===== config.mk =====
export PLATFORM = sky130hd
export DESIGN_NAME = tgf_ram
export DESIGN_NICKNAME = d
export VERILOG_FILES = /design/src/sv/team_grouped_fifo_assert.svh /design/src/sv/tgf_ram.sv
export SDC_FILE = /design/constraint.sdc
export NUM_CORES = 1
export LEC_CHECK = 0
export BUFFER_PORTS_ARGS = -buffer_cell sky130_fd_sc_hd__buf_2
export CORE_ASPECT_RATIO = 1.75
export CORE_MARGIN = 4
export CORE_UTILIZATION = 55
export CTS_BUF_LIST = sky130_fd_sc_hd__clkbuf_4
export DETAILED_ROUTE_END_ITERATION = 8
export PLACE_DENSITY = 0.69
export RECOVER_POWER = 25
export SYNTH_ARGS = -nofsm -noshare
export SYNTH_HDL_FRONTEND = slang
export SYNTH_SLANG_ARGS = --single-unit

===== constraint.sdc =====
create_clock -name clk -period 5.8 [get_ports clk]
set_input_delay 1.16 -clock clk [delete_from_list [all_inputs] [get_ports clk]]
set_output_delay 1.16 -clock clk [all_outputs]
set_load 0.02 [all_outputs]

===== src/sv/team_grouped_fifo_assert.svh =====
// Assertion macros shared by the team queue RTL.
`ifndef TEAM_GROUPED_FIFO_ASSERT_SVH
`define TEAM_GROUPED_FIFO_ASSERT_SVH
`ifndef SYNTH
// Same-cycle implication, sampled on clk, off during reset.
`define TGF_ASSERT_IMPL(name, ante, cons) \
	name: assert property (@(posedge clk) disable iff (!arst_n) (ante) |-> (cons)) \
		else $error("%m: same-cycle check failed");
// Next-cycle implication, sampled on clk, off during reset.
`define TGF_ASSERT_NEXT(name, ante, cons) \
	name: assert property (@(posedge clk) disable iff (!arst_n) (ante) |=> (cons)) \
		else $error("%m: next-cycle check failed");
`else
`define TGF_ASSERT_IMPL(name, ante, cons)
`define TGF_ASSERT_NEXT(name, ante, cons)
`endif
`endif


===== src/sv/tgf_ram.sv =====
// Generic single-write, single-read synchronous RAM, read-first, with registered read data.
module tgf_ram #(
	parameter int DEPTH = 64,
	parameter int WIDTH = 8
) (
	input  logic                     clk,
	input  logic                     we,
	input  logic [$clog2(DEPTH)-1:0] waddr,
	input  logic [WIDTH-1:0]         wdata,
	input  logic [$clog2(DEPTH)-1:0] raddr,
	output logic [WIDTH-1:0]         rdata
);

	logic [WIDTH-1:0] mem_q [DEPTH];
	logic [WIDTH-1:0] rdata_q;

	// a read of the entry written in the same cycle returns the old data
	always_ff @(posedge clk) begin
		if (we) begin
			mem_q[waddr] <= wdata;
		end
		rdata_q <= mem_q[raddr];
	end

	assign rdata = rdata_q;

endmodule


# Word-level counts from Yosys, hierarchy flattened
# Memory sizes are Yosys's and may differ from the RTL's. A register that Yosys moved wholly into a read port is not among the register bits.
# Cells that the tools add are included.
op_classes:
  muxes: 2
ops:
  columns: ["cell", "count"]
  rows:
  - ["$mux 1", 2]
word_totals:
  ram_bits: 512
  memories: 1
  out_inout_bits: 8
  input_bits: 22
  reg_bits: 0
  word_cells: 3
mem_list:
  columns: ["name", "depth", "width", "read_ports", "rd_clocked_by_memory_dff", "write_ports", "line", "source"]
  rows:
  - ["mem_q", 64, 8, 1, 1, 1, "tgf_ram.sv:14", "logic [WIDTH-1:0] mem_q [DEPTH];"]

# Longest topological paths before layout
# Gate-level depths: netlist of the first run.
depth:
  depth_word: 2
  depth_mapped: 9

# Least setup slack after synthesis of the first run
# Ideal clock, no wire load.
synth_path:
  path_kind: "input to register"
  from: "input port raddr[1]"
  to: "register rdata_q[3] (netlist: rdata[3]), read port of mem_q"
  t_required_ns: 5.672
  slack_ns: 2.972
  setup_time_ns: 0.128
  stages: 7
  path_buffers: 3
  t_arrival_ns: 2.700
  cell_sequence: "buf_4 -> buf_2 -> buf_2 -> mux4_2 -> mux4_2 -> o21ai_1 -> o41ai_1"
synth_lines:
  columns: ["item", "line", "source"]
  rows:
  - ["from (decl)", "tgf_ram.sv:10", "input logic [$clog2(DEPTH)-1:0] raddr,"]
  - ["to (decl)", "tgf_ram.sv:15", "logic [WIDTH-1:0] rdata_q;"]

# Worst setup path in the final report of the first run
layout_path:
  from: "input port wdata[1]"
  to: "memory mem_q[57][1] (data pin)"
layout_lines:
  columns: ["item", "line", "source"]
  rows:
  - ["from (decl)", "tgf_ram.sv:9", "input logic [WIDTH-1:0] wdata,"]
  - ["to (decl)", "tgf_ram.sv:14", null]
# No word-level cell before the write port.

==> results_dict.tcl, run 1 <==
set metrics [dict create \
    synth_compound_area_frac 0.0207 \
    setup_violations 0 \
    grt_overflow 0 \
    worst_pin_slew_ps 3020 \
    hold_viol 0 \
    synth-adder-area-share 0 \
    synthCells 940 \
    whs_ps 763 \
    slew_headroom -1.01 \
    fin_area_um2 22000 \
    multi_input_area_um2 4320 \
    yosys_register_bits 520 \
    synth.area.top_cells "edfxtp_1 76%, mux4_2 14%, nor2_1 1.5%" \
    htree_levels 3 \
    fp.dieW_um 153 \
    gp_congestion 0.841 \
    status "complete, but fails checks" \
    synth.avg_cell_area_um2 21.5 \
    rsz0062_at_grt "false" \
    synth_nets 962 \
    drtAntennaViolNets 0 \
    path_buf_inv 2 \
    dpl.hpwl_um 27200 \
    p_per_area_nw_per_um2 322 \
    synth-simple-area-share 0.0339 \
    p_leak_nw 6.92 \
    violations "capacitance limit, slew limit" \
    synth_cell_type_count 40 \
    min_path_cells 3 \
    initial_core_util 0.558 \
    final_max_slew_viol_count 390 \
    area.sequential_um2 15500 \
    worstPathArrival_ps 3410 \
    worst-path-stages 2 \
    drive_gt1_frac 0.302 \
    whs_endpoint "rdata[1]" \
    ys_warn_count 0 \
    cp_slowest_cell "clkbuf_1" \
    rows 92 \
    cts_tree "yes" \
    post-route-period-util 0.567 \
    via_per_inst 6.19 \
    worstHoldStart "raddr[5]" \
    cp.required_ps 5920 \
    cts_buffers 108 \
    clockBufferDepth 3 \
    nFillCells 2660 \
    synthFlopType "edfxtp_1" \
    cp-start-kind "input port" \
    synth.top_cells.by_count "512 x edfxtp_1, 126 x mux4_2, 83 x nor2_1" \
    core_um2 36100 \
    first_iter_violations 765 \
    synth_top_area_frac 0.762 \
    cp-end-kind "flop" \
    synth_seq_area_share 0.770 \
    path_clk_slew_ps 70 \
    synth_top_family_by_area "multiplexers" \
    critPathMaxFanout 64 \
    cap_violations 6 \
    finalWirelength_um 44400 \
    cts_sinks 520 \
    pin_count 30 \
    drt-wirelength-per-cell_um 27.7 \
    r2r_end "rdata[6]" \
    cp_top_family "buffers and inverters" \
    hold_buffers 0 \
    chipHeight_um 261 \
    synthMuxAreaShare 0.159 \
    ys_async_sr_fraction 0 \
    setup_tns_ps 0 \
    post-route-drc-count 0 \
    synth_top_cell_by_area "edfxtp_1" \
    fin_nets 1067 \
    r2r_start "mem_q[21][6]" \
    cts_resized 0 \
    die-area_um2 39900 \
    placed_area_um2 20700 \
    grt_start_max_net_pins 71 \
    io_buffers 29 \
    post-cts-setup-buffers 0 \
    synth_edf_count 512 \
    synth-xor-area-share 0 \
    max_stage_delay_ps 2070 \
    grt_first_pass_wirelength_um 66500 \
    vias 9918 \
    critical_path_class "input port to flop" \
    yosysMostFrequentCell "edfxtp_1" \
    syn_to_final_growth_pct 9.18 \
    fmax_mhz 304 \
    antenna_found_initial 3 \
    hold_class "input port to flop" \
    grt_pass1_vias 10500 \
    r2r_slack_ps 3730 \
    grt_usage 0.229 \
    path_cells "buf_2 > clkbuf_1" \
    netlist_area_um2 20200 \
    min_period_ps 3290 \
    irDropWorstVdd_v 0.000153 \
    drt_pre_antenna_iters 5 \
    reg2regPathDepth 5 \
    clk_latency_ps 810 \
    finalClockSkew_ps 56.1 \
    cts_root_buf "clkbuf_4" \
]
==> power breakdown <==
group	switching [mW]	total, mW	internal [mW]
Clock	1.34	2.54	1.20
Combinational	0.238	0.374	0.137
Sequential	0.0137	4.18	4.16
Total	1.59	7.09	5.50
==> worst max-delay path by stage <==
stage	slack, ps	end	start
floorplan	2970	rdata[3]	raddr[1]
detailed placement	1820	rdata[6]	raddr[0]
CTS	2710	rdata[6]	raddr[0]
finish	2510	mem_q[57][1]	wdata[1]
global route	2300	mem_q[48][1]	wdata[1]
global placement	1840	rdata[6]	raddr[0]
==> metal layers <==
metal	track usage	up-vias	routed length, um
li1	-	4223	-
met1	0.269	5190	15700
met2	0.417	405	24500
met3	0.0450	100	2750
met4	0.0860	0	1490
met5	0	-	0
==> final cells by class <==
type | count | area share
antenna | 1 | 0.000114
sequential | 520 | 0.706
tap | 470 | 0.0267
timing repair buffer | 46 | 0.0120
clock buffer | 149 | 0.0508
multi-input combinational | 369 | 0.196
clock inverter | 48 | 0.00881
==> placed cells by master (no fill, tap or decap), types with 8 or more instances in the layout <==
master / instances
mux2i_1: 23
o221ai_1: 8
clkinv_1: 36
clkbuf_4: 149
clkinv_2: 8
mux2_2: 13
nor2b_1: 14
buf_4: 13
nand2_1: 19
dfxtp_1: 8
nor2_1: 83
o22ai_1: 8
nand3_1: 13
mux4_2: 126
buf_2: 26
edfxtp_1: 512
==> stage by stage <==
step                      worst slack, ps  instances   util  power (mW)
final                                2510       1603  0.609        7.09
after global routing                 2300       1603  0.609        7.37
after CTS                            2710       1602  0.610        7.15
after detailed placement             1820       1405  0.573        4.64
after global placement               1840       1405  0.573        4.63
after floorplan                      2970        940      -        4.48
==> cells by family after synthesis <==
group / Yosys count
flip-flops: 520
multiplexers: 162
AND/OR/NAND/NOR: 153
AO/OA/AOI/OAI: 54
buffers and inverters: 51
==> state kept, by name, indices dropped and copies added (netlist names) <==
signal,cells
rdata,8
mem_q,512
Power figures use the tool's default switching activity.
==> inputs of run 2 (changes only) <==
==> constraint.sdc (replaced) <==
create_clock -name clk -period 3.4 [get_ports clk]
set_input_delay 0.68 -clock clk [delete_from_list [all_inputs] [get_ports clk]]
set_output_delay 0.68 -clock clk [all_outputs]
set_load 0.02 [all_outputs]
==> run 2 against run 1 <==
Compared with the run above: worst hold slack got worse by 470 ps; critical path depth rose by 5; the run still ends with capacitance limit, slew limit left; cell area is 3.2% higher; total power grew 73%; global-route usage up 0.27 points; non-clock buffer count increased by 77; utilization is 2.0 points higher; combinational power up 82%.
==> results_dict.tcl, run 2 (synthesized netlist as in run 1, its figures left out) <==
set metrics [dict create \
    core_um2 36100 \
    clk_latency_ps 840 \
    irDropWorstVdd_v 0.000290 \
    final_common_cell "edfxtp_1" \
    path_clk_slew_ps 70 \
    vias 10100 \
    post-cts-setup-buffers 0 \
    cap_violations 3 \
    drive_gt1_frac 0.356 \
    via_per_inst 6.01 \
    r2r_slack_ps 1450 \
    dp_cells 1482 \
    cts_root_buf "clkbuf_4" \
    intPower_mw 9.63 \
    grt_usage 0.231 \
    fmax_mhz 459 \
    worstPathArrival_ps 2850 \
    drtAntennaViolNets 0 \
    most-common-layout-cells "512 x edfxtp_1, 158 x clkbuf_4, 126 x mux4_2" \
    worst_pin_slew_ps 2130 \
    cp-end-kind "flop" \
    grt_start_max_net_pins 65 \
    htree_levels 3 \
    min_path_cells 3 \
    critical_path_class "input port to flop" \
    p_clk_frac 0.364 \
    cp-start-kind "input port" \
    post-route-period-util 0.641 \
    cts_resized 0 \
    finalClockSkew_ps 67.5 \
    initial_core_util 0.558 \
    slew_headroom -0.423 \
    grt_pass1_vias 10500 \
    drt_pre_antenna_iters 5 \
    cts_tree "yes" \
    io_buffers 29 \
    seq_power_share 0.580 \
    hold_class "input port to flop" \
    whs_endpoint "rdata[6]" \
    chipHeight_um 261 \
    fin_nets 1144 \
    grt_first_pass_wirelength_um 66800 \
    dp_slack_ps 376 \
    setup_slack_ps 1220 \
    rows 92 \
    cts_buffers 108 \
    worstHoldStart "raddr[5]" \
    pin_count 30 \
    rsz0062_at_grt "false" \
    die-area_um2 39900 \
    finalWirelength_um 45100 \
    r2r_start "mem_q[29][6]" \
    setup_violations 0 \
    hold_viol 0 \
    first_iter_violations 1059 \
    final_max_slew_viol_count 86 \
    final_core_util 0.629 \
    setup_tns_ps 0 \
    grt_overflow 0 \
    critPathMaxFanout 40 \
    p_leak_nw 7.39 \
    fin_cells 1673 \
    cts_sinks 520 \
    violations "capacitance limit, slew limit" \
    reg2regPathDepth 5 \
    nFillCells 2589 \
    dpl.hpwl_um 29100 \
    gp_congestion 0.882 \
    cp.required_ps 4070 \
    p_per_area_nw_per_um2 539 \
    post-route-drc-count 0 \
    p_sw_mw 2.62 \
    whs_ps 289 \
    p_sw_frac 0.214 \
    min_period_ps 2180 \
    fp.dieW_um 153 \
    r2r_end "rdata[6]" \
    largest_reg_flops 512 \
    antenna_found_initial 5 \
    drt-wirelength-per-cell_um 26.9 \
    clockBufferDepth 3 \
    syn_to_final_growth_pct 12.7 \
    hold_buffers 0 \
    status "complete, but fails checks" \
    regMostFlops "mem_q" \
    p_comb_frac 0.055 \
]
==> run 2: worst max path at each step <==
stage / from / to / cells past startpoint
finish: raddr[0] / rdata[5] / 7
CTS: raddr[0] / rdata[5] / 7
floorplan: raddr[1] / rdata[3] / 7
global placement: raddr[0] / rdata[3] / 6
detailed placement: raddr[0] / rdata[5] / 7
global route: raddr[0] / rdata[5] / 7
==> run 2: power by group through the flow <==
stage,combinational (mW),sequential [mW],clock [mW]
final,0.679,7.11,4.46
after global routing,0.725,7.11,4.94
after CTS,0.690,7.11,4.59
after detailed placement,0.689,7.25,0
after global placement,0.682,7.25,0
after floorplan,0.378,7.26,0
==> run 2: worst max-delay path: stages <==
cell and delay [ps]:
clkbuf_8 470, buf_12 260, buf_4 190, mux4_2 490, mux4_2 460, o21ai_1 170, o41ai_1 90
==> run 2: metrics by stage <==
step	area, um^2	total power [mW]
4_1_cts	22700	12.4
3_3_place_gp	21400	7.93
5_1_grt	22700	12.8
2_1_floorplan	20200	7.64
6_report	22700	12.3
3_5_place_dp	21400	7.94
==> run 2: area by class of cell <==
type,count,area (um^2),share of cell area
tap,470,588,0.0259
clock buffer,158,1190,0.0522
timing repair buffer,123,921,0.0405
sequential,520,15500,0.684
clock inverter,30,171,0.00754
multi-input combinational,369,4320,0.190
antenna,3,7.51,0.000330
==> run 2: per-layer routing <==
| layer | global-route usage | vias to the layer above | part of all wire |
|---|---|---|---|
| met5 | 0 | - | 0.00029 |
| met3 | 0.0443 | 104 | 0.063 |
| li1 | - | 4366 | - |
| met1 | 0.284 | 5190 | 0.36 |
| met4 | 0.101 | 2 | 0.035 |
| met2 | 0.404 | 401 | 0.54 |
