## config.mk

```make
export PLATFORM = sky130hd
export DESIGN_NAME = tgf_ctrl
export DESIGN_NICKNAME = d
export VERILOG_FILES = /design/src/sv/team_grouped_fifo_assert.svh /design/src/sv/tgf_pkg.sv /design/src/sv/tgf_ctrl.sv
export SDC_FILE = /design/constraint.sdc
export NUM_CORES = 1
export LEC_CHECK = 0
export BUFFER_PORTS_ARGS = -buffer_cell sky130_fd_sc_hd__buf_2
export CORE_MARGIN = 2
export CORE_UTILIZATION = 25
export CTS_CLUSTER_SIZE = 25
export DETAILED_ROUTE_END_ITERATION = 10
export HOLD_SLACK_MARGIN = 0.1
export SLEW_MARGIN = 20
export SYNTH_ARGS = -nofsm -noshare
export SYNTH_HDL_FRONTEND = slang
export SYNTH_SLANG_ARGS = --single-unit
```

## constraint.sdc

```tcl
create_clock -name clk -period 3.4 [get_ports clk]
set_input_delay 0.34 -clock clk [delete_from_list [all_inputs] [get_ports clk]]
set_output_delay 0.34 -clock clk [all_outputs]
set_load 0.05 [all_outputs]
```

## src/sv/team_grouped_fifo_assert.svh

```systemverilog
// Assertion macros shared by the team queue RTL.
`ifndef TEAM_GROUPED_FIFO_ASSERT_SVH
`define TEAM_GROUPED_FIFO_ASSERT_SVH
`ifndef SYNTH
// Same-cycle implication, sampled on clk, off during reset.
`define TGF_ASSERT_IMPL(name, ante, cons) \
	name: assert property (@(posedge clk) disable iff (!arst_n) (ante) |-> (cons)) \
		else $error("%m: same-cycle check failed");
// Next-cycle implication, sampled on clk, off during reset.
`define TGF_ASSERT_NEXT(name, ante, cons) \
	name: assert property (@(posedge clk) disable iff (!arst_n) (ante) |=> (cons)) \
		else $error("%m: next-cycle check failed");
`else
`define TGF_ASSERT_IMPL(name, ante, cons)
`define TGF_ASSERT_NEXT(name, ante, cons)
`endif
`endif

```

## src/sv/tgf_pkg.sv

```systemverilog
// Types, sizes and codes shared by the team queue modules.
package tgf_pkg;

	// sizes of the stores
	localparam int NUM_TEAMS   = 64;
	localparam int NUM_MEMBERS = 1024;
	localparam int POOL_DEPTH  = 1024;

	// beat field widths
	localparam int REQ_W    = 2;
	localparam int MEMBER_W = 10;
	localparam int TEAMID_W = 6;
	localparam int STATUS_W = 2;

	// internal index and counter widths
	localparam int TEAM_W    = $clog2(NUM_TEAMS);
	localparam int MBR_W     = $clog2(NUM_MEMBERS);
	localparam int NODE_W    = $clog2(POOL_DEPTH);
	localparam int USED_W    = $clog2(POOL_DEPTH + 1);
	localparam int ORDCNT_W  = $clog2(NUM_TEAMS + 1);
	localparam int OSUM_W    = ORDCNT_W + 1;
	localparam int CLR_DEPTH = (NUM_MEMBERS > POOL_DEPTH) ? NUM_MEMBERS : POOL_DEPTH;
	localparam int CLR_W     = $clog2(CLR_DEPTH);

	typedef enum logic [REQ_W-1:0] {
		REQ_ASSIGN  = 2'd0,
		REQ_ENQUEUE = 2'd1,
		REQ_DEQUEUE = 2'd2
	} req_t;

	typedef enum logic [STATUS_W-1:0] {
		ST_OK    = 2'd0,
		ST_DEQ   = 2'd1,
		ST_EMPTY = 2'd2,
		ST_FULL  = 2'd3
	} status_t;

	typedef enum logic [3:0] {
		S_CLEAR,
		S_IDLE,
		S_ENQ2,
		S_ENQ3,
		S_DEQ2,
		S_DEQ3,
		S_DEQ4,
		S_RESULT
	} state_t;

	// finished result handed to the output register
	typedef struct packed {
		logic                valid;
		status_t             status;
		logic [MEMBER_W-1:0] member;
	} res_t;

	// memory port requests, one type per address/data shape
	typedef struct packed {
		logic              we;
		logic [MBR_W-1:0]  waddr;
		logic [TEAM_W-1:0] wdata;
		logic [MBR_W-1:0]  raddr;
	} mt_req_t;

	typedef struct packed {
		logic              we;
		logic [TEAM_W-1:0] waddr;
		logic [TEAM_W-1:0] wdata;
		logic [TEAM_W-1:0] raddr;
	} to_req_t;

	typedef struct packed {
		logic              we;
		logic [TEAM_W-1:0] waddr;
		logic [NODE_W-1:0] wdata;
		logic [TEAM_W-1:0] raddr;
	} tn_req_t;

	// per-team busy flag
	typedef struct packed {
		logic              we;
		logic [TEAM_W-1:0] waddr;
		logic              wdata;
		logic [TEAM_W-1:0] raddr;
	} ne_req_t;

	typedef struct packed {
		logic                we;
		logic [NODE_W-1:0]   waddr;
		logic [MEMBER_W-1:0] wdata;
		logic [NODE_W-1:0]   raddr;
	} nm_req_t;

	typedef struct packed {
		logic              we;
		logic [NODE_W-1:0] waddr;
		logic [NODE_W-1:0] wdata;
		logic [NODE_W-1:0] raddr;
	} nn_req_t;

endpackage

```

## src/sv/tgf_ctrl.sv

```systemverilog
// Sequencer for the team queue: walks the linked lists held in the RAMs.
module tgf_ctrl import tgf_pkg::*; (
	input  logic                clk,
	input  logic                arst_n,
	input  logic                in_valid,
	output logic                in_stall,
	input  logic [REQ_W-1:0]    req_type,
	input  logic [MEMBER_W-1:0] member_id,
	input  logic [TEAMID_W-1:0] team_id,
	input  logic                out_free,
	output res_t                res,
	output mt_req_t             mt_req,
	input  logic [TEAM_W-1:0]   mt_rdata,
	output to_req_t             ord_req,
	input  logic [TEAM_W-1:0]   ord_rdata,
	output tn_req_t             first_req,
	input  logic [NODE_W-1:0]   first_rdata,
	output tn_req_t             last_req,
	input  logic [NODE_W-1:0]   last_rdata,
	output ne_req_t             busy_req,
	input  logic                busy_rdata,
	output nm_req_t             nmem_req,
	input  logic [MEMBER_W-1:0] nmem_rdata,
	output nn_req_t             link_req,
	input  logic [NODE_W-1:0]   link_rdata,
	output nn_req_t             free_req,
	input  logic [NODE_W-1:0]   free_rdata
);

	// control state
	state_t                state_q, state_d;
	logic [CLR_W-1:0]      clr_q, clr_d;
	logic [USED_W-1:0]     used_q, used_d;
	logic [TEAM_W-1:0]     head_q, head_d;
	logic [ORDCNT_W-1:0]   cnt_q, cnt_d;

	// per-item payload
	logic [MEMBER_W-1:0]   member_q, member_d;
	logic                  mbr_ok_q, mbr_ok_d;
	logic [NODE_W-1:0]     node_q, node_d;
	logic [TEAM_W-1:0]     team_q, team_d;
	logic                  tail_q, tail_d;
	status_t               hold_status_q;
	logic [MEMBER_W-1:0]   hold_member_q;

	logic                  fin;
	status_t               fin_status;
	logic [MEMBER_W-1:0]   fin_member;
	logic                  mbr_in, team_in;
	logic [TEAM_W-1:0]     enq_team;
	logic [TEAM_W-1:0]     head_next;
	logic [OSUM_W-1:0]     tail_sum;
	logic [TEAM_W-1:0]     tail_idx;

	assign mbr_in = 32'(member_id) < NUM_MEMBERS;
	assign team_in = 32'(team_id) < NUM_TEAMS;
	assign enq_team = mbr_ok_q ? mt_rdata : '0;
	assign head_next = (head_q == TEAM_W'(NUM_TEAMS - 1)) ? '0 : head_q + 1'b1;

	// back of the team order, wrapped with one compare-subtract
	always_comb begin
		tail_sum = OSUM_W'(head_q) + OSUM_W'(cnt_q);
		if (tail_sum >= OSUM_W'(NUM_TEAMS)) begin
			tail_sum = tail_sum - OSUM_W'(NUM_TEAMS);
		end
		tail_idx = TEAM_W'(tail_sum);
	end

	// next state, memory requests and result
	always_comb begin
		state_d = state_q;
		clr_d = clr_q;
		used_d = used_q;
		head_d = head_q;
		cnt_d = cnt_q;
		member_d = member_q;
		mbr_ok_d = mbr_ok_q;
		node_d = node_q;
		team_d = team_q;
		tail_d = tail_q;
		mt_req = '0;
		ord_req = '0;
		first_req = '0;
		last_req = '0;
		busy_req = '0;
		nmem_req = '0;
		link_req = '0;
		free_req = '0;
		fin = 1'b0;
		fin_status = ST_OK;
		fin_member = '0;
		in_stall = 1'b1;
		res = '0;

		case (state_q)
			// clearing pass: team map to zero, busy flags off, free stack to identity
			S_CLEAR: begin
				if (32'(clr_q) < NUM_MEMBERS) begin
					mt_req.we = 1'b1;
					mt_req.waddr = MBR_W'(clr_q);
				end
				if (32'(clr_q) < NUM_TEAMS) begin
					busy_req.we = 1'b1;
					busy_req.waddr = TEAM_W'(clr_q);
				end
				if (32'(clr_q) < POOL_DEPTH) begin
					free_req.we = 1'b1;
					free_req.waddr = NODE_W'(clr_q);
					free_req.wdata = NODE_W'(clr_q);
				end
				if (32'(clr_q) == CLR_DEPTH - 1) begin
					state_d = S_IDLE;
				end else begin
					clr_d = clr_q + 1'b1;
				end
			end
			S_IDLE: begin
				in_stall = 1'b0;
				if (in_valid) begin
					case (req_t'(req_type))
						REQ_ASSIGN: begin
							if (mbr_in && team_in) begin
								mt_req.we = 1'b1;
								mt_req.waddr = MBR_W'(member_id);
								mt_req.wdata = TEAM_W'(team_id);
							end
							fin = 1'b1;
						end
						REQ_ENQUEUE: begin
							if (32'(used_q) >= POOL_DEPTH) begin
								fin = 1'b1;
								fin_status = ST_FULL;
							end else begin
								mt_req.raddr = MBR_W'(member_id);
								free_req.raddr = NODE_W'(used_q);
								used_d = used_q + 1'b1;
								member_d = member_id;
								mbr_ok_d = mbr_in;
								state_d = S_ENQ2;
							end
						end
						REQ_DEQUEUE: begin
							if (cnt_q == '0) begin
								fin = 1'b1;
								fin_status = ST_EMPTY;
							end else begin
								ord_req.raddr = head_q;
								state_d = S_DEQ2;
							end
						end
						default: begin
							fin = 1'b1;
						end
					endcase
				end
			end
			// team and free node known: place the node, fetch the old tail and busy flag
			S_ENQ2: begin
				node_d = free_rdata;
				team_d = enq_team;
				busy_req.raddr = enq_team;
				busy_req.we = 1'b1;
				busy_req.waddr = enq_team;
				busy_req.wdata = 1'b1;
				last_req.raddr = enq_team;
				last_req.we = 1'b1;
				last_req.waddr = enq_team;
				last_req.wdata = free_rdata;
				nmem_req.we = 1'b1;
				nmem_req.waddr = free_rdata;
				nmem_req.wdata = member_q;
				link_req.we = 1'b1;
				link_req.waddr = free_rdata;
				link_req.wdata = free_rdata;
				state_d = S_ENQ3;
			end
			// chain behind the old tail, or open the list and queue the team
			S_ENQ3: begin
				if (busy_rdata) begin
					link_req.we = 1'b1;
					link_req.waddr = last_rdata;
					link_req.wdata = node_q;
				end else begin
					first_req.we = 1'b1;
					first_req.waddr = team_q;
					first_req.wdata = node_q;
					if (32'(cnt_q) < NUM_TEAMS) begin
						ord_req.we = 1'b1;
						ord_req.waddr = tail_idx;
						ord_req.wdata = team_q;
						cnt_d = cnt_q + 1'b1;
					end
				end
				fin = 1'b1;
			end
			// front team known: fetch its head and tail
			S_DEQ2: begin
				team_d = ord_rdata;
				first_req.raddr = ord_rdata;
				last_req.raddr = ord_rdata;
				state_d = S_DEQ3;
			end
			// head node known: fetch it, retire the team if it was the last node
			S_DEQ3: begin
				nmem_req.raddr = first_rdata;
				link_req.raddr = first_rdata;
				tail_d = (first_rdata == last_rdata);
				if (first_rdata == last_rdata) begin
					busy_req.we = 1'b1;
					busy_req.waddr = team_q;
					busy_req.wdata = 1'b0;
					head_d = head_next;
					cnt_d = cnt_q - 1'b1;
				end
				if (used_q != '0) begin
					used_d = used_q - 1'b1;
					free_req.we = 1'b1;
					free_req.waddr = NODE_W'(used_q - 1'b1);
					free_req.wdata = first_rdata;
				end
				state_d = S_DEQ4;
			end
			// advance the team head and report the member
			S_DEQ4: begin
				if (!tail_q) begin
					first_req.we = 1'b1;
					first_req.waddr = team_q;
					first_req.wdata = link_rdata;
				end
				fin = 1'b1;
				fin_status = ST_DEQ;
				fin_member = nmem_rdata;
			end
			// result held until the output register frees up
			S_RESULT: begin
				if (out_free) begin
					res.valid = 1'b1;
					res.status = hold_status_q;
					res.member = hold_member_q;
					state_d = S_IDLE;
				end
			end
			default: begin
				state_d = S_IDLE;
			end
		endcase

		// finishing beat: straight out if the slot is free, else hold it
		if (fin) begin
			if (out_free) begin
				res.valid = 1'b1;
				res.status = fin_status;
				res.member = fin_member;
				state_d = S_IDLE;
			end else begin
				state_d = S_RESULT;
			end
		end
	end

	// control registers
	always_ff @(posedge clk or negedge arst_n) begin
		if (!arst_n) begin
			state_q <= S_CLEAR;
			clr_q <= '0;
			used_q <= '0;
			head_q <= '0;
			cnt_q <= '0;
		end else begin
			state_q <= state_d;
			clr_q <= clr_d;
			used_q <= used_d;
			head_q <= head_d;
			cnt_q <= cnt_d;
		end
	end

	// payload registers
	always_ff @(posedge clk) begin
		member_q <= member_d;
		mbr_ok_q <= mbr_ok_d;
		node_q <= node_d;
		team_q <= team_d;
		tail_q <= tail_d;
		if (fin) begin
			hold_status_q <= fin_status;
			hold_member_q <= fin_member;
		end
	end

endmodule

```

**Word-level counts from Yosys, hierarchy flattened**

Cells that the tools add are included.

- Input bits: 85
- Register bits: 77

- Reduce and logical (&&, ||, !) cells: 14
- Muxes and demuxes: 71
- Order comparisons: 4
- Equal/unequal tests: 26
- $add $sub $neg: 8
- Bitwise gates (word level): 2

Operators by type and width:

| kind | number |
|---|---|
| 13-bit two-way mux | 7 |
| 21-bit one-hot mux with 2 select lines | 2 |
| 10-bit two-way mux | 8 |
| 17-bit two-way mux | 4 |
| 21-bit two-way mux | 3 |
| 6-bit two-way mux | 8 |
| 11-bit two-way mux | 4 |
| 11-bit one-hot mux with 2 select lines | 2 |
| 17-bit one-hot mux with 2 select lines | 1 |
| 7-bit two-way mux | 4 |
| 4-bit one-hot mux with 7 select lines | 1 |
| 27-bit two-way mux | 1 |
| 4-bit two-way mux | 6 |
| 6-bit one-hot mux with 2 select lines | 2 |
| 7-bit one-hot mux with 3 select lines | 1 |
| 4-bit by 3-bit == test with 1-bit output, second input constant | 4 |
| 16-bit two-way mux | 1 |
| 7-bit one-hot mux with 2 select lines | 1 |
| 2-bit inequality test, second input constant | 6 |
| 11-bit by 1-bit adder with 11-bit output, second input constant | 1 |
| 11-bit greater-or-equal comparator, second input constant | 1 |
| 11-bit nonzero test | 1 |
| 11-bit by 1-bit subtractor with 11-bit output, second input constant | 1 |
| 10-bit by 1-bit adder with 10-bit output, second input constant | 1 |
| 36 further kinds | 54 |

**Longest topological paths before layout**

Gate-level depths: netlist of run 1.

- Depth in word-level cells: 7
- Mapped depth: 10
- Mapped depth without buffers: 8

**Worst setup path after synthesis of run 1**

Ideal clock, no wire load.

- Path kind: reg-to-output
- Start point: register used_q[0]
- End point: output free_req[28] (netlist bit)
- Slack: 123 ps
- Arrival time: 2937 ps
- Path buffers: 1
- Cell stages (with the launch flop): 8
- Required time: 3060 ps
- Cell sequence: dfrtp_1 clkbuf_1 inv_1 ha_1 or3b_4 or4b_4 xor2_1 o21ai_0

RTL lines:

| what | RTL line | RTL |
|---|---|---|
| from (decl) | tgf_ctrl.sv:33 | `logic [USED_W-1:0] used_q, used_d;` |
| from (signal assigned) | tgf_ctrl.sv:272 | `used_q <= used_d;` |
| to (decl) | tgf_ctrl.sv:26 | `output nn_req_t free_req,` |

==> out/results.md, run 1 <==
| Metric | Value |
|:---|:---|
| Setup repair after global routing missed its margin | true |
| Reg area | 0.00210 mm2 |
| Share of synthesized registers carrying an async set or reset | 48.7% |
| Multi-input gate area in the final layout | 0.00322 mm2 |
| Least setup slack across all paths after layout | -6.26 ps |
| Weighted congestion reported at the end of routability-driven placement | 0.865 |
| Buffer cell driving the clock tree root | sky130_fd_sc_hd__clkbuf_16 |
| Maximum vdd drop | 0.324 mV |
| Min Clock Period, post-route | 3410 ps |
| Largest net degree at the start of global routing | 39 |
| Proportion of synthesized chip area in sequential cells | 36.9% |
| Compound-gate portion of the synthesized area | 12.7% |
| Main combinational cell family by area after synthesis | simple AND/OR/NAND/NOR gates |
| Total wire length after detailed routing | 22200 um |
| Fraction of layout instances using a drive strength above 1 | 39.1% |
| Max cap viols | 0 |
| DRT iter0 DRCs | 443 |
| First-pass GRT wire length | 31900 um |
| HP Class | in -> async |
| Global route overflow | 0 |
| Mux cell area share after synthesis | 3.28% |
| Violations in the final reports | negative setup slack |
| TritonCTS clock tree | built |
| FILL cells | 2343 |
| Sum of negative setup slack | -13.0 ps |
| Post-layout nets | 1041 |
| Post-Synth XOR/XNOR Area | 7.40% |
| Crit Reg-Reg Endpoint | cnt_q[3] |
| Maximum clock insertion buffer count | 2 |
| Antenna violations before repair | 1 |
| Number of hold violations in the final report | 0 |
| Post-synthesis sequential element count | 76 |
| Kind of capture point of the worst setup path | output pin |
| Distinct cell type count after synthesis | 59 |
| Area delta synth->final | 39.3% |
| Net Count, Synth | 769 |
| Count of flip-flops with a built-in enable after synthesis | 39 |
| Full die area | 0.0239 mm2 |
| DRC violation count after routing | 0 |
| Slack of the worst reg-to-reg path | 810 ps |
| Sum of internal, switching and leakage power | 6710 uW |
| Max Slew Vio Count | 0 |
| CTS Buf Count | 9 |
| Highest net fanout along the worst path | 8 |
| Routed via count | 5882 |
| Diodes inserted | 0 |
| Clk_skew | 6.99 ps |
| Initial core utilization | 25.2% |
| Number of warning messages in the yosys log | 0 |
| Synth Flop Type | sky130_fd_sc_hd__edfxtp_1 |
| Post-route clock period utilization | 100% |
| WS Path Type | reg -> out |
| Total core area | 0.0225 mm2 |
| Relative slew slack | 40.0% |
| Count of buffers from port buffering | 297 |
| Final HPWL DP | 17100 um |
| Clock transition at the register clock pins on the worst setup and hold paths after CTS | 70 ps |
| Status | complete, but fails checks |
| Syn_area_per_cell | 8.54 um2 |
| Start of the worst register-to-register path | state_q[2] |
| Simple-gate share of the synthesized area | 26.8% |
| Leakage power summed over all cells | 0.00442 uW |
| Least-Margin Pin Slew | 900 ps |
| Power per cell area | 848 mW/mm2 |
| Die W | 155 um |
| Startpoint kind of the worst setup timing path | register |
| Critical Path AT | 3070 ps |
| R2r worst-path depth | 6 |
| Deepest level of the CTS H-tree | 3 |
| Most frequent cell after synthesis | sky130_fd_sc_hd__nand2_1 |
| All-Layer GR Usage | 17.7% |
| Share of the synthesized area in the top cell type | 20.6% |
| Maximum frequency from static timing analysis | 294 MHz |
| Dominant cell type by area after synthesis | sky130_fd_sc_hd__edfxtp_1 |
| TritonCTS Sinks | 76 |
| Leading post-synthesis cells by instance count | sky130_fd_sc_hd__nand2_1 (106), sky130_fd_sc_hd__and2_1 (69), sky130_fd_sc_hd__nor2_1 (42) |
| Number of global-route vias before repair | 5452 |
| Biggest area contributors in the synthesized netlist | sky130_fd_sc_hd__edfxtp_1 (21%), sky130_fd_sc_hd__dfrtp_1 (16%), sky130_fd_sc_hd__and2_1 (7.6%) |
| Number of vias per cell after detailed routing | 4.79 |
| Count of pins on the block boundary | 298 |
| Clock latency on the worst-skew pair | 350 ps |
| Number of optimization iterations in the first detailed-route pass | 5 |
| Final ANT Viol Nets | 0 |
| Fraction of the mapped netlist area in adder cells | 4.45% |
| Synth Instances | 665 |
| Worst-case hold slack | 104 ps |
| Num rows | 55 |
| Chip Height | 155 um |
| Synth Cell Area | 0.00568 mm2 |
| Crit path required time | 3060 ps |
| Setup violation total in the final timing report | 4 |
| Routed wire length per instance | 18.1 um |
-- layout make-up --
| cell class | count | share of cell area, % |
|---|---|---|
| Inverter | 35 | 1.66 |
| Tap cell | 285 | 4.51 |
| Multi-Input combinational cell | 495 | 40.6 |
| Sequential cell | 76 | 26.5 |
| Clock buffer | 10 | 3.02 |
| Clock inverter | 6 | 0.490 |
| Timing Repair Buffer | 320 | 23.2 |
-- through the flow --
stage / cells / setup slack (ps) / util (%) / instance area (um2)
finish: 1227 / -6.26 / 35.2 / 7910
global route: 1227 / -62.8 / 35.2 / 7910
CTS: 1218 / 19.9 / 34.1 / 7670
detailed placement: 1202 / 305 / 32.8 / 7380
global placement: 1202 / 377 / 32.8 / 7380
floorplan: 665 / 123 / - / 5680
-- repair_timing --
action | CTS | global route
buffers inserted | 0 | 7
endpoints found under the setup margin | 8 | 16
pin swaps | 0 | 7
hold buffers | 0 | 0
gates cloned | 0 | 2
resized for setup | 5 | 65
-- placed cells by master (no fill, tap or decap), types with 4 or more instances in the layout --
master and instances:
sky130_fd_sc_hd__a21o_1 25, sky130_fd_sc_hd__buf_2 277, sky130_fd_sc_hd__dfrtp_1 36, sky130_fd_sc_hd__o211ai_1 6
sky130_fd_sc_hd__xnor2_1 24, sky130_fd_sc_hd__nor2b_1 9, sky130_fd_sc_hd__buf_12 4, sky130_fd_sc_hd__a21oi_1 16
sky130_fd_sc_hd__nand2_1 106, sky130_fd_sc_hd__a22o_1 10, sky130_fd_sc_hd__mux2i_1 13, sky130_fd_sc_hd__nand4_1 5
sky130_fd_sc_hd__o21ai_2 8, sky130_fd_sc_hd__xor2_1 24, sky130_fd_sc_hd__o21ai_0 12, sky130_fd_sc_hd__and2_1 69
sky130_fd_sc_hd__or2_2 4, sky130_fd_sc_hd__and3_1 10, sky130_fd_sc_hd__ha_1 16, sky130_fd_sc_hd__inv_1 32
sky130_fd_sc_hd__buf_4 23, sky130_fd_sc_hd__buf_6 15, sky130_fd_sc_hd__edfxtp_1 39, sky130_fd_sc_hd__nor2_1 41
sky130_fd_sc_hd__nor3_1 11, sky130_fd_sc_hd__nand3_1 11, sky130_fd_sc_hd__nand2b_1 8, sky130_fd_sc_hd__clkbuf_16 10
sky130_fd_sc_hd__mux2_2 5, sky130_fd_sc_hd__or4_1 5, sky130_fd_sc_hd__o21ai_1 9, sky130_fd_sc_hd__nor4_1 6
-- power breakdown --
part / leakage (uW) / switching, uW / total [uW] / internal [uW]
logic: 0.00345 / 2930 / 4190 / 1250
clock network: 0.000135 / 430 / 944 / 514
registers: 0.000835 / 328 / 1580 / 1260
total: 0.00442 / 3690 / 6710 / 3020
-- critical path, cell delays in order, from the launching register on --
cell,delay [ps]
sky130_fd_sc_hd__dfrtp_2,430
sky130_fd_sc_hd__inv_2,70
sky130_fd_sc_hd__ha_4,130
sky130_fd_sc_hd__or3b_4,390
sky130_fd_sc_hd__or4b_4,560
sky130_fd_sc_hd__or4_4,680
sky130_fd_sc_hd__nand2_8,160
sky130_fd_sc_hd__o21ai_1,110
sky130_fd_sc_hd__buf_6,170
-- per-layer routing --
metal	up-vias	GRT usage [%]	share of wire, %
li1	2790	-	-
met1	2792	22.8	43
met2	271	30.0	48
met3	29	2.89	6.6
met4	0	6.53	2.1
met5	-	0	0
-- logic make-up after synthesis --
logic type               Yosys count
flip-flops                        76
XOR/XNOR                          48
adder cells (fa/ha/maj)           19
AND/OR/NAND/NOR                  300
buffers and inverters             96
multiplexers                      18
AO/OA/AOI/OAI                    108
-- flip-flops by register name (all words and copies together), names as in the netlist --
register       cells
hold_status_q      2
head_q             6
clr_q             10
tail_q             1
hold_member_q     10
used_q            11
cnt_q              7
member_q          10
node_q            10
state_q            3
team_q             6
-- how the worst max path moves through the flow --
| stage | slack, ps | from | cells past startpoint | to |
|---|---|---|---|---|
| 6_report | -6 | used_q[1] | 8 | free_req[28] |
| 5_1_grt | -60 | used_q[1] | 8 | free_req[12] |
| 4_1_cts | 20 | used_q[1] | 8 | free_req[23] |
| 3_5_place_dp | 300 | used_q[1] | 8 | free_req[25] |
| 3_3_place_gp | 380 | used_q[1] | 8 | free_req[25] |
| 2_1_floorplan | 120 | used_q[0] | 7 | free_req[28] |
Note: power is estimated with default switching activity, not from simulation.
==> inputs of run 2 (changes only) <==
- HOLD_SLACK_MARGIN: 0.1 -> 0.05
- RECOVER_POWER: unset -> 100
==> out/results.md, run 2 (same netlist as run 1, synthesis figures left out) <==
| Metric | Value |
|:---|:---|
| Total core area | 0.0225 mm2 |
| Cell breakdown of the critical path | inv_2 -> ha_4 -> or3b_4 -> or4b_4 -> or4_4 -> nand2_8 -> o21ai_1 -> buf_6 |
| Diodes inserted | 0 |
| Sum of negative setup slack | -7.54 ps |
| Antenna violations before repair | 1 |
| Number of hold violations in the final report | 0 |
| Number of global-route vias before repair | 5452 |
| Final ANT Viol Nets | 0 |
| Chip Height | 155 um |
| Least-Margin Pin Slew | 2150 ps |
| Least setup slack across all paths after layout | -3.91 ps |
| TritonCTS clock tree | built |
| WS Path Type | reg -> out |
| Buf/Inv on CP | 2 |
| Count of pins on the block boundary | 298 |
| Routed via count | 5888 |
| CTS Buf Count | 9 |
| Largest net degree at the start of global routing | 39 |
| HP Class | in -> reg |
| Switching Fraction | 55.0% |
| Initial core utilization | 25.2% |
| Most frequent cells in the layout | sky130_fd_sc_hd__buf_2 (260), sky130_fd_sc_hd__nand2_1 (106), sky130_fd_sc_hd__and2_1 (63), sky130_fd_sc_hd__nor2_1 (42), sky130_fd_sc_hd__edfxtp_1 (39) |
| Maximum frequency from static timing analysis | 294 MHz |
| Cell with the largest stage delay on the worst path | sky130_fd_sc_hd__or4_4 |
| Full die area | 0.0239 mm2 |
| Number of optimization iterations in the first detailed-route pass | 5 |
| Setup slack after placement | 305 ps |
| Fraction of layout instances using a drive strength above 1 | 37.0% |
| Area delta synth->final | 38.8% |
| Num rows | 55 |
| Post-route clock period utilization | 100% |
| Number of vias per cell after detailed routing | 4.80 |
| Deepest level of the CTS H-tree | 3 |
| Leakage power summed over all cells | 0.00436 uW |
| R2r worst-path depth | 6 |
| Routed wire length per instance | 18.1 um |
| Crit Reg-Reg Endpoint | cnt_q[3] |
| Top Family by Delay on Critical Path | simple AND/OR/NAND/NOR gates |
| Register with the highest flop count | used_q |
| Startpoint kind of the worst setup timing path | register |
| Combinational share of power | 62.3% |
| Setup repair after global routing missed its margin | true |
| Cell Area, Placed | 0.00738 mm2 |
| Die W | 155 um |
| Kind of capture point of the worst setup path | output pin |
| Clock transition at the register clock pins on the worst setup and hold paths after CTS | 70 ps |
| Maximum vdd drop | 0.324 mV |
| Flip-flop count of the largest register, all copies and words added | 11 |
| Share of power burned in the clock network | 14.1% |
| Clock latency on the worst-skew pair | 350 ps |
| Violations in the final reports | max-capacitance violations, max-slew violations, negative setup slack |
| Min Clock Period, post-route | 3400 ps |
| Clk_skew | 8.05 ps |
| Setup violation total in the final timing report | 3 |
| Commonest non-fill, non-tap cell in the layout | sky130_fd_sc_hd__buf_2 |
| DRT iter0 DRCs | 462 |
| Final HPWL DP | 17100 um |
| DRC violation count after routing | 0 |
| Status | complete, but fails checks |
| Slack of the worst reg-to-reg path | 820 ps |
| Weighted congestion reported at the end of routability-driven placement | 0.865 |
| Crit path required time | 3060 ps |
| Total wire length after detailed routing | 22200 um |
| Relative slew slack | -43.4% |
| Largest stage delay on the critical path | 680 ps |
| Switching power total | 3690 uW |
| Buffer cell driving the clock tree root | sky130_fd_sc_hd__clkbuf_16 |
| Power per cell area | 850 mW/mm2 |
| Design area | 0.00789 mm2 |
| Global route overflow | 0 |
| Start of the worst register-to-register path | state_q[1] |
| Count of buffers from port buffering | 297 |
| TritonCTS Sinks | 76 |
| Design internal power | 3010 uW |
| Max cap viols | 1 |
| Critical Path AT | 3060 ps |
| First-pass GRT wire length | 31900 um |
| Cells on Worst Hold Path | 1 |
| Post-CTS Hold Fix Bufs | 0 |
| Startpoint of the most critical hold path | free_rdata[7] |
| All-Layer GR Usage | 17.7% |
| Highest net fanout along the worst path | 8 |
| Hold Crit Endpoint | node_q[7] |
| Final Util | 35.0% |
| Max Slew Vio Count | 38 |
| Maximum clock insertion buffer count | 2 |
| Share of total power in sequential cells | 23.6% |
| Post-layout nets | 1041 |
-- run 2: cell types whose count changed in the layout (fill, tap and decap cells not counted), sizes merged --
cell	previous run	this run
clkbuf	11	28
buf	319	302
-- run 2: how the worst max path moves through the flow --
stage / slack [ps] / start / depth (start not counted) / to
6_report: -4 / used_q[1] / 8 / free_req[28]
5_1_grt: -60 / used_q[1] / 8 / free_req[12]
4_1_cts: 20 / used_q[1] / 8 / free_req[23]
3_5_place_dp: 300 / used_q[1] / 8 / free_req[25]
3_3_place_gp: 380 / used_q[1] / 8 / free_req[25]
2_1_floorplan: 120 / used_q[0] / 7 / free_req[28]
-- run 2: final cells by class --
class / instances / area [um2]
Tap cell: 285 / 357
Clock buffer: 10 / 239
Clock inverter: 6 / 38.8
Sequential cell: 76 / 2100
Multi-Input combinational cell: 495 / 3210
Timing Repair Buffer: 320 / 1810
Inverter: 35 / 131
Fill cell: 2360 / 14600
-- run 2: repair_timing --
action	in CTS	in global routing
buffers inserted	0	7
endpoints found under the setup margin	8	16
cloned	0	2
resized for setup	5	65
pin swaps	0	7
-- run 2: layer usage --
| metal | global-route usage (%) | vias up | part of all wire, % |
|---|---|---|---|
| met5 | 0 | - | 0 |
| met4 | 6.53 | 0 | 1.8 |
| met3 | 2.89 | 23 | 7.2 |
| met2 | 30.0 | 272 | 48 |
| met1 | 22.8 | 2802 | 43 |
| li1 | - | 2791 | - |
-- run 2: through the flow --
| step | hold slack (ps) | power [uW] | cells |
|---|---|---|---|
| 2_1_floorplan | 44.4 | 4550 | 665 |
| 3_3_place_gp | 478 | 5520 | 1202 |
| 3_5_place_dp | 490 | 5530 | 1202 |
| 4_1_cts | 132 | 6520 | 1218 |
| 5_1_grt | 160 | 7090 | 1227 |
| 6_report | 174 | 6700 | 1227 |
-- run 2: power by group through the flow --
| stage | clock, uW | combinational, uW | sequential, uW |
|---|---|---|---|
| after CTS | 976 | 3960 | 1580 |
| after detailed placement | 0 | 3940 | 1600 |
| after global placement | 0 | 3930 | 1590 |
| after global routing | 1010 | 4450 | 1630 |
| after floorplan | 0 | 3160 | 1390 |
| final | 946 | 4180 | 1580 |
==> inputs of run 3 (changes only) <==
- CORE_UTILIZATION: 25 -> 31
==> out/results.md, run 3 (same netlist as run 1, synthesis figures left out) <==
| Metric | Value |
|:---|:---|
| Maximum clock insertion buffer count | 2 |
| Design area | 0.00758 mm2 |
| Global route overflow | 0 |
| Clk_skew | 6.71 ps |
| Worst Setup SP | used_q[1] |
| Number of global-route vias before repair | 5357 |
| Diodes inserted | 0 |
| Startpoint kind of the worst setup timing path | register |
| Fraction of layout instances using a drive strength above 1 | 32.2% |
| FILL cells | 1874 |
| Final ANT Viol Nets | 0 |
| Initial core utilization | 31.6% |
| Power per cell area | 864 mW/mm2 |
| Inst Count DP | 1145 |
| Largest net degree at the start of global routing | 41 |
| Buf/Inv on CP | 2 |
| Cell with the largest stage delay on the worst path | sky130_fd_sc_hd__or4_4 |
| Routed via count | 5721 |
| Setup violation total in the final timing report | 0 |
| Relative slew slack | -48.5% |
| Maximum frequency from static timing analysis | 300 MHz |
| Deepest level of the CTS H-tree | 3 |
| TritonCTS clock tree | built |
| TritonCTS Sinks | 76 |
| Area delta synth->final | 33.5% |
| Count of pins on the block boundary | 298 |
| Top Family by Delay on Critical Path | simple AND/OR/NAND/NOR gates |
| Antenna violations before repair | 2 |
| Number of hold violations in the final report | 0 |
| Flip-flop count of the largest register, all copies and words added | 11 |
| Clock transition at the register clock pins on the worst setup and hold paths after CTS | 60 ps |
| Max Slew Vio Count | 38 |
| HP Class | in -> reg |
| Multi-input gate area in the final layout | 0.00316 mm2 |
| Most frequent cells in the layout | sky130_fd_sc_hd__buf_2 (246), sky130_fd_sc_hd__nand2_1 (106), sky130_fd_sc_hd__and2_1 (62), sky130_fd_sc_hd__clkbuf_1 (49), sky130_fd_sc_hd__nor2_1 (41) |
| Commonest non-fill, non-tap cell in the layout | sky130_fd_sc_hd__buf_2 |
| Crit path required time | 3060 ps |
| Reg area | 0.00210 mm2 |
| Start of the worst register-to-register path | state_q[2] |
| Min Clock Period, post-route | 3330 ps |
| Num rows | 49 |
| DRT iter0 DRCs | 290 |
| Crit Reg-Reg Endpoint | clr_q[7] |
| Violations in the final reports | max-capacitance violations, max-slew violations |
| Status | complete, but fails checks |
| Setup slack after placement | 337 ps |
| Full die area | 0.0194 mm2 |
| Routed wire length per instance | 17.9 um |
| CTS Buf Count | 9 |
| Final HPWL DP | 16400 um |
| Buffer cell driving the clock tree root | sky130_fd_sc_hd__clkbuf_16 |
| Weighted congestion reported at the end of routability-driven placement | 0.881 |
| Post-route clock period utilization | 98.0% |
| Worst path depth | 8 |
| Largest stage delay on the critical path | 560 ps |
| Maximum vdd drop | 0.419 mV |
| Number of vias per cell after detailed routing | 4.91 |
| Number of optimization iterations in the first detailed-route pass | 4 |
| Post-layout nets | 1035 |
| Critical Path AT | 2990 ps |
| All-Layer GR Usage | 20.4% |
| Total wire length after detailed routing | 20900 um |
| Chip Height | 139 um |
| DRC violation count after routing | 0 |
| Count of buffers from port buffering | 297 |
| Max cap viols | 1 |
| Highest net fanout along the worst path | 6 |
| Clock latency on the worst-skew pair | 340 ps |
| Cell breakdown of the critical path | inv_1 -> ha_4 -> or3b_4 -> or4b_4 -> or4_4 -> nand2_4 -> o21ai_0 -> buf_4 |
| Least-Margin Pin Slew | 2230 ps |
| First-pass GRT wire length | 30700 um |
| Slack of the worst reg-to-reg path | 570 ps |
| R2r worst-path depth | 6 |
| Endpoint of the most critical setup path | free_req[27] |
| Register with the highest flop count | used_q |
| WS Path Type | reg -> out |
| Total core area | 0.0180 mm2 |
| Setup repair after global routing missed its margin | false |
| Least setup slack across all paths after layout | 67.8 ps |
| Cell Area, Placed | 0.00725 mm2 |
| Final std cells w/o fill | 1165 |
| Die W | 139 um |
| Leakage power summed over all cells | 0.00418 uW |
| Sum of negative setup slack | 0 ps |
| Kind of capture point of the worst setup path | output pin |
## run 3: cell type report
class / instances / area share, %
Multi-Input combinational cell: 495 / 41.7
Sequential cell: 76 / 27.7
Timing Repair Buffer: 314 / 20.9
Tap cell: 229 / 3.78
Clock buffer: 10 / 3.02
Inverter: 35 / 1.73
Clock inverter: 6 / 1.17
## run 3: timing repair
| action | CTS | global route |
|---|---|---|
| pin swaps | 0 | 1 |
| gates resized for setup | 1 | 11 |
| cloned | 0 | 2 |
| endpoints found under the setup margin | 8 | 15 |
| hold buffers | 0 | 0 |
| hold endpoints to repair | 0 | 0 |
| setup buffers | 0 | 2 |
## run 3: report_power, final
group | leakage (uW) | internal (uW) | switching [uW]
clock network | 0.000149 | 643 | 403
logic | 0.00319 | 1100 | 2830
registers | 0.000835 | 1260 | 321
total | 0.00418 | 3000 | 3550
## run 3: how the worst min path moves through the flow
stage,startpoint,endpoint,cells past startpoint
final,free_rdata[5],node_q[5],1
after CTS,arst_n,head_q[3],1
after global routing,free_rdata[7],node_q[7],1
after floorplan,arst_n,clr_q[0],0
after global placement,clr_q[5],clr_q[5],1
after detailed placement,clr_q[5],clr_q[5],1
## run 3: routing by layer
| metal | track usage (%) | vias up | share of wire [%] |
|---|---|---|---|
| met1 | 26.0 | 2709 | 42 |
| li1 | - | 2763 | - |
| met2 | 35.3 | 222 | 49 |
| met5 | 0 | - | 0.058 |
| met4 | 6.91 | 2 | 2.0 |
| met3 | 3.37 | 25 | 6.3 |
## run 3: metrics by stage
step	hold slack [ps]	total power [uW]	utilization (%)
after CTS	169	6550	42.2
after detailed placement	482	5480	40.4
after global placement	476	5460	40.4
after global routing	180	6900	42.2
after floorplan	44.4	4550	-
final	186	6550	42.2
## run 3: worst register-to-register path, cell delays in order, from the launching register on
cell and delay [ps]:
sky130_fd_sc_hd__dfrtp_1 560, sky130_fd_sc_hd__nor3_1 290, sky130_fd_sc_hd__clkbuf_1 500, sky130_fd_sc_hd__nand2_1 410, sky130_fd_sc_hd__or3b_2 620, sky130_fd_sc_hd__nor3_1 200, sky130_fd_sc_hd__xor2_1 180
